### config.mk
export PLATFORM = sky130hd
export DESIGN_NAME = bpa_ctrl
export DESIGN_NICKNAME = d
export VERILOG_FILES = /design/src/hw/rtl/buddy_page_allocator_defines.svh /design/src/hw/rtl/bpa_pkg.sv /design/src/hw/rtl/bpa_ctrl.sv
export SDC_FILE = /design/constraint.sdc
export NUM_CORES = 1
export LEC_CHECK = 0
export BUFFER_PORTS_ARGS = -buffer_cell sky130_fd_sc_hd__buf_4
export CORE_ASPECT_RATIO = 1.25
export CORE_MARGIN = 5
export CORE_UTILIZATION = 45
export DETAILED_ROUTE_END_ITERATION = 10
export PLACE_DENSITY = 0.68
export RECOVER_POWER = 25
export REMOVE_ABC_BUFFERS = 1
export SYNTH_ARGS = -nofsm -noshare
export SYNTH_HDL_FRONTEND = slang
export SYNTH_SLANG_ARGS = --single-unit
### constraint.sdc
create_clock -name clk_i -period 1.8 [get_ports clk_i]
set_input_delay 0.09 -clock clk_i [delete_from_list [all_inputs] [get_ports clk_i]]
set_output_delay 0.09 -clock clk_i [all_outputs]
set_load 0.02 [all_outputs]
### src/hw/rtl/buddy_page_allocator_defines.svh
// Assertion macros for the buddy page allocator.
// No dependencies; included by the top level.
`ifndef BUDDY_PAGE_ALLOCATOR_DEFINES_SVH
`define BUDDY_PAGE_ALLOCATOR_DEFINES_SVH

// same-cycle implication, disabled in reset
`define BPA_ASSERT_NOW(lbl, clk, rst_n, ante, cons, msg) \
  lbl: assert property (@(posedge clk) disable iff (!rst_n) (ante) |-> (cons)) else $error(msg);

// next-cycle implication, disabled in reset
`define BPA_ASSERT_NEXT(lbl, clk, rst_n, ante, cons, msg) \
  lbl: assert property (@(posedge clk) disable iff (!rst_n) (ante) |=> (cons)) else $error(msg);

`endif

### src/hw/rtl/bpa_pkg.sv
// Shared types, constants and address helpers of the buddy page allocator.
// No dependencies.
package bpa_pkg;

  localparam int ORDER    = 10;
  localparam int PW       = ORDER;          // page index width
  localparam int NW       = ORDER + 1;      // page count width
  localparam int SW       = ORDER + 1;      // store / bitmap address width
  localparam int SLOTS    = 2 << ORDER;
  localparam int POOL     = 1 << ORDER;
  localparam int OW       = $clog2(ORDER + 2);
  localparam int PSW      = 17;
  localparam int SZW      = 32;
  localparam int LW       = PSW + ORDER;
  localparam int CW       = (SZW > LW) ? SZW : LW;
  localparam int AW       = 3;              // APB address width
  localparam int DW       = 32;
  localparam logic [PSW-1:0] PS_RESET = PSW'(4096);
  localparam logic KIND_FREE = 1'b1;

  typedef struct packed {
    logic           kind;
    logic [SZW-1:0] size_bytes;
    logic [PW-1:0]  page_id;
    logic [NW-1:0]  num_pages;
  } bpa_in_t;

  typedef struct packed {
    logic          ok;
    logic [PW-1:0] block_page;
    logic [NW-1:0] block_pages;
  } bpa_out_t;

  typedef enum logic [4:0] {
    OP_NONE, OP_CLEAR, OP_LOAD, OP_ORD, OP_FIND, OP_POP, OP_SPLIT,
    OP_BRD, OP_MSET, OP_BNEXT, OP_FCHK, OP_MGRD, OP_LRD, OP_LNEXT,
    OP_SHRD, OP_SHWR, OP_RMDONE, OP_PUSH, OP_ICLR, OP_IRD0, OP_IRD1,
    OP_ICHK, OP_OK, OP_FAIL, OP_EMIT
  } bpa_op_e;

  typedef struct packed {
    logic clear_last;
    logic kind_free;
    logic size_zero;
    logic ord_hit;
    logic i_top;
    logic i_ord;
    logic j_wrap;
    logic list_nz;
    logic o_top;
    logic o_gt_want;
    logic bit_set;
    logic free_bad;
    logic k_end;
    logic match;
    logic sh_more;
    logic out_free;
  } bpa_status_t;

  // first slot of the region owned by order o
  function automatic logic [SW-1:0] rbase(logic [OW-1:0] o);
    if (int'(o) > ORDER) return '0;
    return SW'(SLOTS - (2 << (ORDER - int'(o))));
  endfunction

  function automatic logic [SW-1:0] lmask(logic [OW-1:0] o);
    if (int'(o) > ORDER) return '0;
    return SW'((1 << (ORDER - int'(o))) - 1);
  endfunction

  function automatic logic [NW-1:0] lcap(logic [OW-1:0] o);
    if (int'(o) > ORDER) return '0;
    return NW'(1 << (ORDER - int'(o)));
  endfunction

  // exact ceil(log2(n)), n >= 1
  function automatic logic [OW-1:0] clog2n(logic [NW-1:0] n);
    logic [OW-1:0] r;
    r = OW'(ORDER + 1);
    for (int k = ORDER; k >= 0; k--) begin
      if ((32'(1) << k) >= 32'(n)) r = OW'(k);
    end
    return r;
  endfunction

endpackage

### src/hw/rtl/bpa_ctrl.sv
// Sequencer of the buddy page allocator: walks each request through its steps.
// Depends on bpa_pkg.
module bpa_ctrl import bpa_pkg::*; (
  input  logic        clk_i,
  input  logic        rst_ni,
  input  logic        in_valid_i,
  input  bpa_status_t st_i,
  output bpa_op_e     op_o,
  output logic        in_stall_o
);

  typedef enum logic [4:0] {
    S_INIT, S_IDLE, S_DISP, S_ORD, S_FIND, S_POP, S_SPLIT, S_MRD, S_MCHK,
    S_FCHK, S_BRD, S_BCHK, S_MG, S_MGB, S_LRD, S_LCHK, S_SH, S_SHW, S_PUSH,
    S_IC, S_IR0, S_IR1, S_ICK, S_OK, S_FAIL, S_DONE
  } state_e;

  state_e state_q, state_d;

  always_comb begin
    state_d = state_q;
    op_o    = OP_NONE;
    unique case (state_q)
      S_INIT: begin
        op_o = OP_CLEAR;
        if (st_i.clear_last) state_d = S_IDLE;
      end
      S_IDLE: begin
        if (in_valid_i) begin
          op_o    = OP_LOAD;
          state_d = S_DISP;
        end
      end
      S_DISP: state_d = st_i.kind_free ? S_FCHK : S_ORD;
      // allocate
      S_ORD: begin
        if (st_i.size_zero) state_d = S_FAIL;
        else if (st_i.ord_hit) begin
          op_o    = OP_ORD;
          state_d = S_FIND;
        end else if (st_i.i_top) state_d = S_FAIL;
        else op_o = OP_ORD;
      end
      S_FIND: begin
        if (st_i.list_nz) begin
          op_o    = OP_FIND;
          state_d = S_POP;
        end else if (st_i.o_top) state_d = S_FAIL;
        else op_o = OP_FIND;
      end
      S_POP: begin
        op_o    = OP_POP;
        state_d = S_SPLIT;
      end
      S_SPLIT: begin
        if (st_i.o_gt_want) op_o = OP_SPLIT;
        else state_d = S_MRD;
      end
      S_MRD: begin
        op_o    = OP_BRD;
        state_d = S_MCHK;
      end
      S_MCHK: begin
        if (st_i.bit_set) state_d = S_OK;
        else begin
          op_o    = OP_MSET;
          state_d = (st_i.j_wrap && st_i.i_top) ? S_OK : S_MRD;
        end
      end
      // free
      S_FCHK: begin
        if (st_i.free_bad) state_d = S_FAIL;
        else begin
          op_o    = OP_FCHK;
          state_d = S_BRD;
        end
      end
      S_BRD: begin
        op_o    = OP_BRD;
        state_d = S_BCHK;
      end
      S_BCHK: begin
        if (!st_i.bit_set) state_d = S_FAIL;
        else begin
          op_o    = OP_BNEXT;
          state_d = (st_i.j_wrap && st_i.i_ord) ? S_MG : S_BRD;
        end
      end
      S_MG: begin
        if (st_i.o_top) state_d = S_PUSH;
        else begin
          op_o    = OP_MGRD;
          state_d = S_MGB;
        end
      end
      S_MGB:  state_d = st_i.bit_set ? S_PUSH : S_LRD;
      S_LRD: begin
        if (st_i.k_end) state_d = S_PUSH;
        else begin
          op_o    = OP_LRD;
          state_d = S_LCHK;
        end
      end
      S_LCHK: begin
        if (st_i.match) state_d = S_SH;
        else begin
          op_o    = OP_LNEXT;
          state_d = S_LRD;
        end
      end
      S_SH: begin
        if (st_i.sh_more) begin
          op_o    = OP_SHRD;
          state_d = S_SHW;
        end else begin
          op_o    = OP_RMDONE;
          state_d = S_MG;
        end
      end
      S_SHW: begin
        op_o    = OP_SHWR;
        state_d = S_SH;
      end
      S_PUSH: begin
        op_o    = OP_PUSH;
        state_d = S_IC;
      end
      S_IC: begin
        op_o = OP_ICLR;
        if (st_i.j_wrap && st_i.i_ord) state_d = st_i.i_top ? S_OK : S_IR0;
      end
      S_IR0: begin
        op_o    = OP_IRD0;
        state_d = S_IR1;
      end
      S_IR1: begin
        op_o    = OP_IRD1;
        state_d = S_ICK;
      end
      S_ICK: begin
        op_o    = OP_ICHK;
        state_d = st_i.i_top ? S_OK : S_IR0;
      end
      S_OK: begin
        op_o    = OP_OK;
        state_d = S_DONE;
      end
      S_FAIL: begin
        op_o    = OP_FAIL;
        state_d = S_DONE;
      end
      S_DONE: begin
        if (st_i.out_free) begin
          op_o    = OP_EMIT;
          state_d = S_IDLE;
        end
      end
      default: state_d = S_INIT;
    endcase
  end

  always_ff @(posedge clk_i or negedge rst_ni) begin
    if (!rst_ni) begin
      state_q <= S_INIT;
    end else begin
      state_q <= state_d;
    end
  end

  assign in_stall_o = (state_q != S_IDLE);

endmodule

==> out/results.tsv, run 1 <==
stage	metric	value	unit
synth	sequential cell area fraction in the yosys report	10.2	%
power	Clk network pwr share	3.6	%
synth	Synth Cell Area	0.00122	mm²
synth	FF+latch count, synth	5	
clock_network	CTS Root Cell	clkbuf_4	
timing	Final min period	2.01	ns
synth	library cells used by synthesis	51	
timing	Final setup viols	7	
power	leakage power total	0.883	nW
cells_and_area	Syn-to-layout area delta	74.3	%
synth	area fraction of the dominant cell type after synthesis	10.2	%
power	Psw	0.00196	W
flow_run	# Max-Cap Violations	0	
clock_network	total CTS buffers	3	
die	FP Rows	21	
status	violated checks	negative setup slack	
cells_and_area	Final Core Density	80.4	%
worst_setup_path	Worst Path Arrival	1.92	ns
cells_and_area	final cell count without fillers	287	
timing	Clock Skews	0.00622	ns
synth	largest family of logic cells by synthesized area	compound AO/OA/AOI/OAI gates	
synth	post-synthesis cell count	187	
synth	Synth Area in XOR/XNOR	2.15	%
timing	RSZ-0062 raised after global routing	true	
clock_network	htree depth	1	
cells_and_area	Largest register FFs	5	
global_routing	GR Overflow Total	0	
worst_setup_path	CP Cell Sequence	buf_4 > buf_6 > nand3_1 > nor2_4 > a311oi_2 > o211a_1 > o21ai_1 > buf_4	
die	DIE AREA	0.00387	mm²
timing	hold slack	0.195	ns
power	internal cell power	0.00203	W
worst_setup_path	slowest cell delay on critical path	0.45	ns
worst_setup_path	required time of the critical path	1.71	ns
power	Pwr Total	0.00399	W
detailed_routing	WL final	6.51	mm
synth	post-synthesis compound-gate area fraction	40.7	%
synth	largest cells by area after synthesis	dfrtp_1 (10%), o21ai_0 (8.2%), a21oi_1 (6.1%)	
power	Seq pwr share	7.0	%
power	Max VDD drop	0.00119	V
cells_and_area	Biggest register	state_q	
status	status	finished, violations left	
synth	Post-synth EDFFs	0	
die	die height	68.3	µm
timing	final hold violation count	0	
worst_setup_path	CP startpoint kind	register	
worst_setup_path	CP top delay family	compound AO/OA/AOI/OAI gates	
global_routing	total track usage	31.3	%
cells_and_area	Largest regs	state_q (5)	
synth	mux share of post-synthesis cell area	3.47	%
power	P per Cell Area	1870	mW/mm²
timing	final setup margin	-0.206	ns
clock_network	worst-skew pair later-pin latency	0.26	ns
worst_setup_path	Worst path most repeated cell	buf_4	
placement	dpl cells	267	
detailed_routing	antenna-violating nets left	0	
worst_setup_path	CP endpoint kind	primary output	
worst_setup_path	CP max FO	11	
cells_and_area	nets	273	
detailed_routing	Remaining DRCs	0	
timing	Worst Tran Pin Value	0.385	ns
clock_network	Clock transition at path regs	0.05	ns
cells_and_area	commonest non-fill, non-tap cell in the layout	buf_4	
timing	Max Fclk	498	MHz
detailed_routing	routed vias	2030	
placement	gpl congestion	1.03	
detailed_routing	number of DRC markers in iteration 0	194	
synth	Simple-Gate Fraction of Synth Area	34.1	%
synth	Post-synth ARST share	100	%
die	starting density of the core	46.2	%
synth	syn_area_per_cell	6.55	µm²
hold_path	Min-Delay Path Class	primary input to asynchronous set/reset pin	
cells_and_area	share of layout cells above drive strength 1	47.8	%
cells_and_area	most frequent cells in the layout	buf_4 (59), nand2_1 (15), a21oi_1 (12)	
detailed_routing	DR pass1 iterations	6	
die	floorplan core area	0.00265	mm²
worst_setup_path	Slowest cell on crit path	dfrtp_2	
power	combinational share of power	89.4	%
placement	HPWL after DPL	4.08	mm
timing	slew margin rel.	74.1	%
power	Sw Ratio	49.1	%
timing	Slew Limit Fails	0	
timing	final period utilization	111	%
synth	area leader, netlist	dfrtp_1	
placement	PortBufs	24	
global_routing	pin count of the biggest net entering global routing	16	
worst_setup_path	WS Path Type	register to primary output	
global_routing	initial antenna violation count	0	
cells_and_area	Fill cells	173	
detailed_routing	Via-to-Cell Ratio	7.07	
synth	ys flop type	dfrtp_1	
clock_network	CTS tree	done	
worst_setup_path	WP buf/inv	3	
clock_network	Clock Sink Count	5	
detailed_routing	mean routed wirelength per cell	22.7	µm
cells_and_area	# diodes	0	
clock_network	CTS Buffer Depth	2	
die	I/O Pins	25	
global_routing	number of global-route vias before repair	1904	
synth	Synth warnings	0	
synth	adder-cell share of the synthesized area	0	%
die	die width	56.7	µm
global_routing	first-pass GRT wire length	9.42	mm
## layout make-up
cell class	instances	area [µm²]	share of cell area [%]
multi-input combinational	159	1150	54.1
tap	34	42.5	1.99
clock buffer	4	26.3	1.23
timing repair buffer	79	754	35.3
sequential	5	131	6.15
inverter	6	25.0	1.17
## Yosys cell counts, drive strengths merged, types with 2 or more instances
cell     instances
o2111a           2
nor2b            9
nand4            5
a311oi           2
inv              4
mux2i            2
nand2b           7
nor4b            2
xor2             2
a211oi           3
o31ai            2
nor2            15
buf             14
o2bb2ai          3
dfrtp            5
nor4             3
nand2           16
o211a            2
nand3b           2
a32oi            3
nand3            8
clkbuf           3
clkinv           2
a22oi            3
o22ai            6
nor3             7
o21ai           21
a31oi            2
a21oi           15
## routing by layer
layer	up-vias	wire length [µm]	global-route usage [%]
met1	892	2200	35.7
met5	-	0	0
li1	846	-	-
met4	0	590	15.7
met2	212	2890	55.8
met3	80	826	6.04
## path summary, 6_finish.rpt
check	from	endpoint	slack, ns	cells after the start
hold / removal	rst_ni	state_q[2]$_DFFE_PN0P_	0.19	2
setup / recovery	state_q[1]$_DFFE_PN0P_	op_o[0]	-0.21	8
setup reg to reg	state_q[0]$_DFFE_PN0P_	state_q[3]$_DFFE_PN0P_	-0.10	7
max in group asynchronous	rst_ni	state_q[3]$_DFFE_PN0P_	1.38	2
hold reg to reg	state_q[2]$_DFFE_PN0P_	state_q[0]$_DFFE_PN0P_	0.95	3
min in group clk_i	st_i[0]	state_q[3]$_DFFE_PN0P_	0.30	5
## what timing repair did
item,in CTS,in global routing
pin swaps,14,8
gates resized for setup,38,26
gates cloned,2,0
buffers inserted,10,3
hold endpoints to repair,5,0
endpoints found under the setup margin,7,10
hold buffers,1,0
## metrics by stage
step	setup WS (ns)	instance area, µm²	TNS, ns
2_1_floorplan	-0.427	1130	-2.22
6_report	-0.206	2130	-0.862
3_3_place_gp	-0.104	1720	-0.164
3_5_place_dp	-0.0806	1720	-0.134
4_1_cts	-0.117	2020	-0.427
5_1_grt	-0.209	2130	-0.978
## power groups by stage
stage	sequential [W]	clock (W)	combinational (W)
2_1_floorplan	0.000428	0	0.00117
3_3_place_gp	0.000254	0	0.00258
3_5_place_dp	0.000253	0	0.00260
4_1_cts	0.000278	0.000134	0.00315
5_1_grt	0.000281	0.000145	0.00371
6_report	0.000278	0.000144	0.00357
## logic make-up after synthesis
group                     after synthesis
DFF                                     5
and+or+nand+nor                        79
muxes                                   3
AOI/OAI and AO/OA                      74
xor gates and xnor gates                3
buffers and inverters                  23
Power figures use the tool's default switching activity.
==> inputs of run 2 (changes only) <==
- ABC_AREA: default -> 1
==> run 2 against run 1 <==
  * The run now ends clean
  * Synthesized cell count increased by 20%
  * Maximum frequency increased by 13%
  * Clock-buffer cell count is the same
  * Worst setup slack gained 0.23 ns
  * Routed wire length is 33% lower
  * Largest cell class unchanged
  * Highest routed layer unchanged
==> out/results.tsv, run 2 <==
stage	metric	value	unit	change
die	starting density of the core	46.2	%	+0.053 points
detailed_routing	met2 wire length	2.17	mm	-25%
cells_and_area	final cell count without fillers	316		+10%
detailed_routing	Remaining DRCs	0		unchanged
detailed_routing	wl on met1	1.73	mm	-21%
clock_network	Clock transition at path regs	0.04	ns	about the same
timing	Worst Tran Pin Value	0.296	ns	-0.0895 ns
clock_network	Clock Sink Count	5		unchanged
hold_path	end of the worst hold path	state_q[3]$_DFFE_PN0P_		
synth	post-synthesis cell count	225		+20%
power	Psw	0.00142	W	-27%
die	die height	65.2	µm	-4.5%
global_routing	pin count of the biggest net entering global routing	11		-5
worst_setup_path	slowest cell delay on critical path	0.47	ns	+0.02 ns
worst_setup_path	CP Cell Sequence	nor2_4 > nand3_1 > nor2_1 > nor2_2 > and3_1 > nand4_1 > buf_4		
global_routing	GR Overflow Total	0		unchanged
cells_and_area	commonest non-fill, non-tap cell in the layout	nand2_1		
detailed_routing	top sig layer	met4		
cells_and_area	most frequent cells in the layout	nand2_1 (59), buf_4 (53), nor2_1 (42)		
timing	Final min period	1.78	ns	-0.227 ns
hold_path	worst hold start	st_i[0]		
worst_setup_path	required time of the critical path	1.71	ns	about the same
synth	Synth Cell Area	0.00110	mm²	-10%
detailed_routing	mean routed wirelength per cell	13.8	µm	-39%
power	P per Cell Area	1530	mW/mm²	-18%
power	leakage power total	0.965	nW	+9.3%
power	internal cell power	0.00118	W	-42%
synth	Post-synth EDFFs	0		unchanged
timing	slew margin rel.	80.2	%	+6.1 points
placement	gpl congestion	0.964		-6.5%
worst_setup_path	Slowest cell on crit path	dfrtp_2		
synth	syn_area_per_cell	4.88	µm²	-25%
die	floorplan core area	0.00238	mm²	-10%
cells_and_area	# diodes	0		unchanged
clock_network	worst-skew pair later-pin latency	0.23	ns	-0.03 ns
hold_path	Min-Delay Path Class	primary input to register		
worst_setup_path	R2R setup slack	0.08	ns	+0.18 ns
worst_setup_path	WS Path Type	register to primary output		
cells_and_area	Syn-to-layout area delta	54.7	%	
cells_and_area	Fill cells	220		+27%
worst_setup_path	R2R cell count	11		+4
synth	area leader, netlist	nand2_1		
die	DIE AREA	0.00354	mm²	-8.7%
clock_network	total CTS buffers	3		unchanged
status	status	finished clean		
power	Clk network pwr share	4.7	%	+1.1 points
detailed_routing	number of DRC markers in iteration 0	99		-49%
synth	FF+latch count, synth	5		unchanged
synth	Post-synth ARST share	100	%	unchanged
worst_setup_path	Worst Path Arrival	1.69	ns	-0.23 ns
detailed_routing	metal3 WL	249	µm	-70%
global_routing	first-pass GRT wire length	6.78	mm	-28%
worst_setup_path	Worst R2R End	state_q[0]$_DFFE_PN0P_		
worst_setup_path	CP max FO	8		-3
synth	Synth warnings	0		unchanged
worst_setup_path	CP startpoint kind	register		
timing	hold slack	0.167	ns	-0.0276 ns
hold_path	hold depth	4		
flow_run	# Max-Cap Violations	0		unchanged
cells_and_area	share of layout cells above drive strength 1	35.3	%	-12 points
power	Sw Ratio	54.8	%	+5.6 points
placement	dpl cells	295		+10%
die	FP Rows	20		-4.8%
detailed_routing	antenna-violating nets left	0		unchanged
worst_setup_path	CP endpoint kind	primary output		
placement	PortBufs	24		unchanged
power	combinational share of power	84.9	%	-4.5 points
timing	Clock Skews	0.000268	ns	-0.00595 ns
power	Seq pwr share	10.4	%	+3.4 points
synth	area fraction of the dominant cell type after synthesis	22.2	%	+12 points
timing	final period utilization	98.9	%	-13 points
synth	largest cells by area after synthesis	nand2_1 (22%), nor2_1 (16%), nand3_1 (14%)		
worst_setup_path	RR Startpoint	state_q[4]$_DFFE_PN0P_		
detailed_routing	routed vias	1669		-18%
power	Max VDD drop	0.00105	V	-12%
timing	Final setup viols	0		-7
detailed_routing	DR pass1 iterations	4		-2
timing	post-route setup TNS	0	ns	+0.862 ns
placement	HPWL after DPL	3.35	mm	-18%
timing	RSZ-0062 raised after global routing	true		
detailed_routing	WL final	4.36	mm	-33%
cells_and_area	Biggest register	state_q		
clock_network	CTS Root Cell	clkbuf_4		
global_routing	initial antenna violation count	0		unchanged
cells_and_area	nets	303		+11%
detailed_routing	Via-to-Cell Ratio	5.28		-25%
timing	Slew Limit Fails	0		unchanged
clock_network	CTS tree	done		
global_routing	number of global-route vias before repair	1513		-21%
synth	sequential cell area fraction in the yosys report	11.4	%	+1.2 points
clock_network	htree depth	1		unchanged
global_routing	total track usage	25.4	%	-5.9 points
cells_and_area	Largest regs	state_q (5)		
synth	ys flop type	dfrtp_1		
synth	library cells used by synthesis	22		-57%
cells_and_area	Largest register FFs	5		unchanged
die	I/O Pins	25		unchanged
die	die width	54.2	µm	-4.4%
clock_network	CTS Buffer Depth	2		unchanged
timing	final hold violation count	0		unchanged
synth	top cells by count, synth	nand2_1 (65), nor2_1 (47), nand3_1 (31)		
synth	most common cell in the netlist	nand2_1		
timing	Max Fclk	562	MHz	+13%
==> run 2: changes by cell type in the layout (fill, tap and decap cells not counted), sizes merged, moves of 11 or more <==
cell	previous run	this run
o21ai	21	4
inv	4	32
nand3	8	31
nor2	15	54
a21oi	15	4
nand2	16	67
buf	75	56
==> run 2: power by group through the flow <==
stage | registers (W) | logic, W | clock network, W
after global placement | 0.000254 | 0.00180 | 0
after global routing | 0.000281 | 0.00242 | 0.000140
after floorplan | 0.000274 | 0.00106 | 0
after CTS | 0.000260 | 0.00181 | 0.000130
final | 0.000271 | 0.00221 | 0.000122
after detailed placement | 0.000254 | 0.00178 | 0
==> run 2: worst max-delay path by stage <==
stage	startpoint	endpoint	slack, ns	depth (start not counted)
floorplan	state_q[2]$_DFFE_PN0P_	state_q[4]$_DFFE_PN0P_	0.05	8
global placement	state_q[4]$_DFFE_PN0P_	state_q[0]$_DFFE_PN0P_	0.04	11
detailed placement	state_q[4]$_DFFE_PN0P_	state_q[0]$_DFFE_PN0P_	0.06	11
CTS	state_q[1]$_DFFE_PN0P_	op_o[2]	0.0004	7
global route	state_q[1]$_DFFE_PN0P_	state_q[3]$_DFFE_PN0P_	-0.08	10
finish	state_q[0]$_DFFE_PN0P_	op_o[2]	0.02	7
==> run 2: cell type report <==
class,count,area (µm²),area share [%]
inverters,33,125,7.36
clock buffers,4,26.3,1.55
flip-flops and latches,5,129,7.58
well taps,33,41.3,2.43
repair buffers,58,445,26.2
multi-input cells,183,932,54.9
==> run 2: kinds of logic after synthesis <==
logic type	count (synthesis)	share of synthesized area (%)
simple gates	171	69.1
buf+inv	37	13.3
flops	5	11.4
compound gates	12	6.15
==> run 2: layer usage <==
layer / track usage (%) / up-vias
met5: 0 / -
met4: 12.5 / 0
met3: 2.27 / 16
met2: 41.6 / 80
met1: 32.2 / 737
li1: - / 836
==> run 2: what timing repair did <==
action,CTS,global route
endpoints found under the hold margin,5,0
pin swaps,2,8
setup endpoints to repair,5,10
hold buffers,1,0
resized for setup,7,30
buffers inserted,0,16
==> run 2: critical path, delay by kind of cell (launching register included) <==
family / cells / cell delay (ns)
and+or+nand+nor: 6 / 0.85
DFF: 1 / 0.47
buffers and inverters: 1 / 0.14
==> run 2: metrics by stage <==
stage                     total power [W]  worst slack, ns  util [%]  instance area (µm²)
after CTS                         0.00220         0.000366      62.1                 1480
after global placement            0.00205           0.0381      59.9                 1430
final                             0.00260           0.0206      71.5                 1700
after detailed placement          0.00204           0.0596      59.9                 1430
after global routing              0.00284          -0.0769      71.5                 1700
after floorplan                   0.00133           0.0527         -                 1080
==> inputs of run 3 (changes only) <==
==> constraint.sdc (replaced) <==
create_clock -name clk_i -period 1.8 [get_ports clk_i]
set_input_delay 0.27 -clock clk_i [delete_from_list [all_inputs] [get_ports clk_i]]
set_output_delay 0.27 -clock clk_i [all_outputs]
set_load 0.02 [all_outputs]
==> run 3 against run 2 <==
  * The run now ends with negative setup slack left
  * Clock-buffer cell count stayed put
  * Global-route usage is 2.1 points higher
  * Flip-flop and latch count stayed put
  * Core utilization is 3.6 points higher
  * First-iteration DRC count is 28% lower
  * Routed wire length is 8.0% higher
  * Largest cell class unchanged
==> out/results.tsv, run 3 (same netlist as run 2, synthesis figures left out) <==
stage	metric	value	unit	change
status	status	finished, violations left		
status	violated checks	negative setup slack		
clock_network	CTS Root Cell	clkbuf_4		
worst_setup_path	CP endpoint kind	primary output		
detailed_routing	antenna-violating nets left	0		unchanged
die	DIE AREA	0.00354	mm²	unchanged
detailed_routing	WL final	4.70	mm	+8.0%
cells_and_area	share of layout cells above drive strength 1	41.1	%	+5.8 points
global_routing	GR Overflow Total	0		unchanged
timing	final hold violation count	0		unchanged
cells_and_area	post-route cell area	0.00178	mm²	+5.0%
cells_and_area	Multi-input gate area	0.00100	mm²	+7.4%
power	P per Cell Area	1540	mW/mm²	+0.77%
detailed_routing	mean routed wirelength per cell	14.9	µm	+8.3%
clock_network	CTS Buffer Depth	2		unchanged
power	Max VDD drop	0.00110	V	+4.6%
cells_and_area	Syn-to-layout area delta	62.4	%	
worst_setup_path	Worst Path Arrival	1.65	ns	-0.04 ns
placement	pre-CTS setup slack	0.0329	ns	-0.0267 ns
die	floorplan core area	0.00238	mm²	unchanged
clock_network	htree depth	1		unchanged
cells_and_area	Biggest register	state_q		
die	I/O Pins	25		unchanged
clock_network	Clock transition at path regs	0.04	ns	about the same
global_routing	total track usage	27.5	%	+2.1 points
timing	post-route setup TNS	-0.455	ns	-0.455 ns
cells_and_area	Largest regs	state_q (5)		
worst_setup_path	R2R setup slack	0.08	ns	about the same
worst_setup_path	CP max FO	6		-2
detailed_routing	Remaining DRCs	0		unchanged
die	die width	54.2	µm	unchanged
cells_and_area	most frequent cells in the layout	nand2_1 (55), buf_4 (48), nor2_1 (37)		
hold_path	Min-Delay Path Class	primary input to register		
cells_and_area	commonest non-fill, non-tap cell in the layout	nand2_1		
cells_and_area	Largest register FFs	5		unchanged
timing	Final min period	1.92	ns	+0.144 ns
detailed_routing	DR pass1 iterations	4		unchanged
clock_network	worst-skew pair later-pin latency	0.24	ns	about the same
flow_run	# Max-Cap Violations	0		unchanged
detailed_routing	number of DRC markers in iteration 0	71		-28%
hold_path	end of the worst hold path	state_q[3]$_DFFE_PN0P_		
detailed_routing	Via-to-Cell Ratio	5.39		+2.1%
die	FP Rows	20		unchanged
clock_network	Clock Sink Count	5		unchanged
worst_setup_path	Worst R2R End	state_q[2]$_DFFE_PN0P_		
clock_network	total CTS buffers	3		unchanged
cells_and_area	nets	302		-0.33%
cells_and_area	# diodes	0		unchanged
die	starting density of the core	46.2	%	unchanged
worst_setup_path	CP startpoint kind	register		
hold_path	hold depth	4		unchanged
global_routing	initial antenna violation count	0		unchanged
worst_setup_path	required time of the critical path	1.53	ns	-0.18 ns
timing	final period utilization	107	%	+8.0 points
timing	hold slack	0.332	ns	+0.165 ns
global_routing	first-pass GRT wire length	7.29	mm	+7.6%
die	die height	65.2	µm	unchanged
cells_and_area	Fill cells	210		-4.5%
timing	Worst Tran Pin Value	0.318	ns	+0.0218 ns
hold_path	worst hold start	st_i[0]		
placement	post-place instance area	0.00143	mm²	+0.53%
detailed_routing	routed vias	1699		+1.8%
clock_network	CTS tree	done		
placement	PortBufs	24		unchanged
timing	Clock Skews	0.00212	ns	+0.00186 ns
timing	Slew Limit Fails	0		unchanged
timing	Final setup viols	5		+5
global_routing	pin count of the biggest net entering global routing	9		-2
worst_setup_path	WS Path Type	register to primary output		
timing	Max Fclk	520	MHz	-7.5%
placement	HPWL after DPL	3.50	mm	+4.3%
timing	slew margin rel.	78.8	%	-1.4 points
timing	final setup margin	-0.123	ns	-0.144 ns
placement	gpl congestion	1.01		+4.7%
power	leakage power total	0.979	nW	+1.4%
worst_setup_path	R2R cell count	10		-1
timing	RSZ-0062 raised after global routing	true		
worst_setup_path	RR Startpoint	state_q[1]$_DFFE_PN0P_		
global_routing	number of global-route vias before repair	1645		+8.7%
cells_and_area	storage element area	131	µm²	+1.9%
==> run 3: worst max path at each step <==
stage | start | end | slack [ns] | depth (start not counted)
floorplan | state_q[2]$_DFFE_PN0P_ | op_o[2] | -0.04 | 6
global placement | state_q[0]$_DFFE_PN0P_ | op_o[1] | 0.02 | 8
detailed placement | state_q[0]$_DFFE_PN0P_ | op_o[2] | 0.03 | 6
CTS | state_q[0]$_DFFE_PN0P_ | op_o[0] | -0.08 | 7
global route | state_q[0]$_DFFE_PN0P_ | op_o[2] | -0.20 | 7
finish | state_q[1]$_DFFE_PN0P_ | op_o[2] | -0.12 | 7
==> run 3: through the flow <==
step | utilization (%) | power [W] | instances
floorplan | - | 0.00133 | 221
global placement | 60.3 | 0.00206 | 296
detailed placement | 60.3 | 0.00205 | 296
CTS | 69.5 | 0.00248 | 312
global route | 75.1 | 0.00297 | 315
finish | 75.1 | 0.00275 | 315
==> run 3: area by class of cell <==
class | instances | share of cell area, %
clock buffer | 4 | 1.47
inverter | 33 | 7.36
multi-input combinational | 183 | 56.1
sequential | 5 | 7.36
tap | 33 | 2.31
timing repair buffer | 57 | 25.4
==> run 3: what timing repair did <==
item	in CTS	in global routing
hold endpoints to repair	5	0
resized for setup	33	31
pin swaps	7	16
setup buffers	11	3
hold buffers	1	0
setup endpoints to repair	6	11
==> run 3: power by group <==
part / internal [W] / total (W) / switching, W
registers: 0.000178 / 0.000298 / 0.000120
clock network: 0.0000838 / 0.000129 / 0.0000453
logic: 0.000955 / 0.00232 / 0.00137
total: 0.00122 / 0.00275 / 0.00153
==> run 3: critical path: stages, from the launching register on <==
cell	delay, ns
dfrtp_2	0.47
nor2_4	0.23
nand3_2	0.12
nor2_2	0.12
nor2_2	0.07
and3_4	0.18
nand4_1	0.09
buf_6	0.13
==> run 3: layer usage <==
metal	routed length, µm	up-vias	global-route usage [%]
li1	-	831	-
met1	1780	757	32.2
met3	270	30	2.27
met5	0	-	0
met2	2340	81	46.9
met4	309	0	16.2
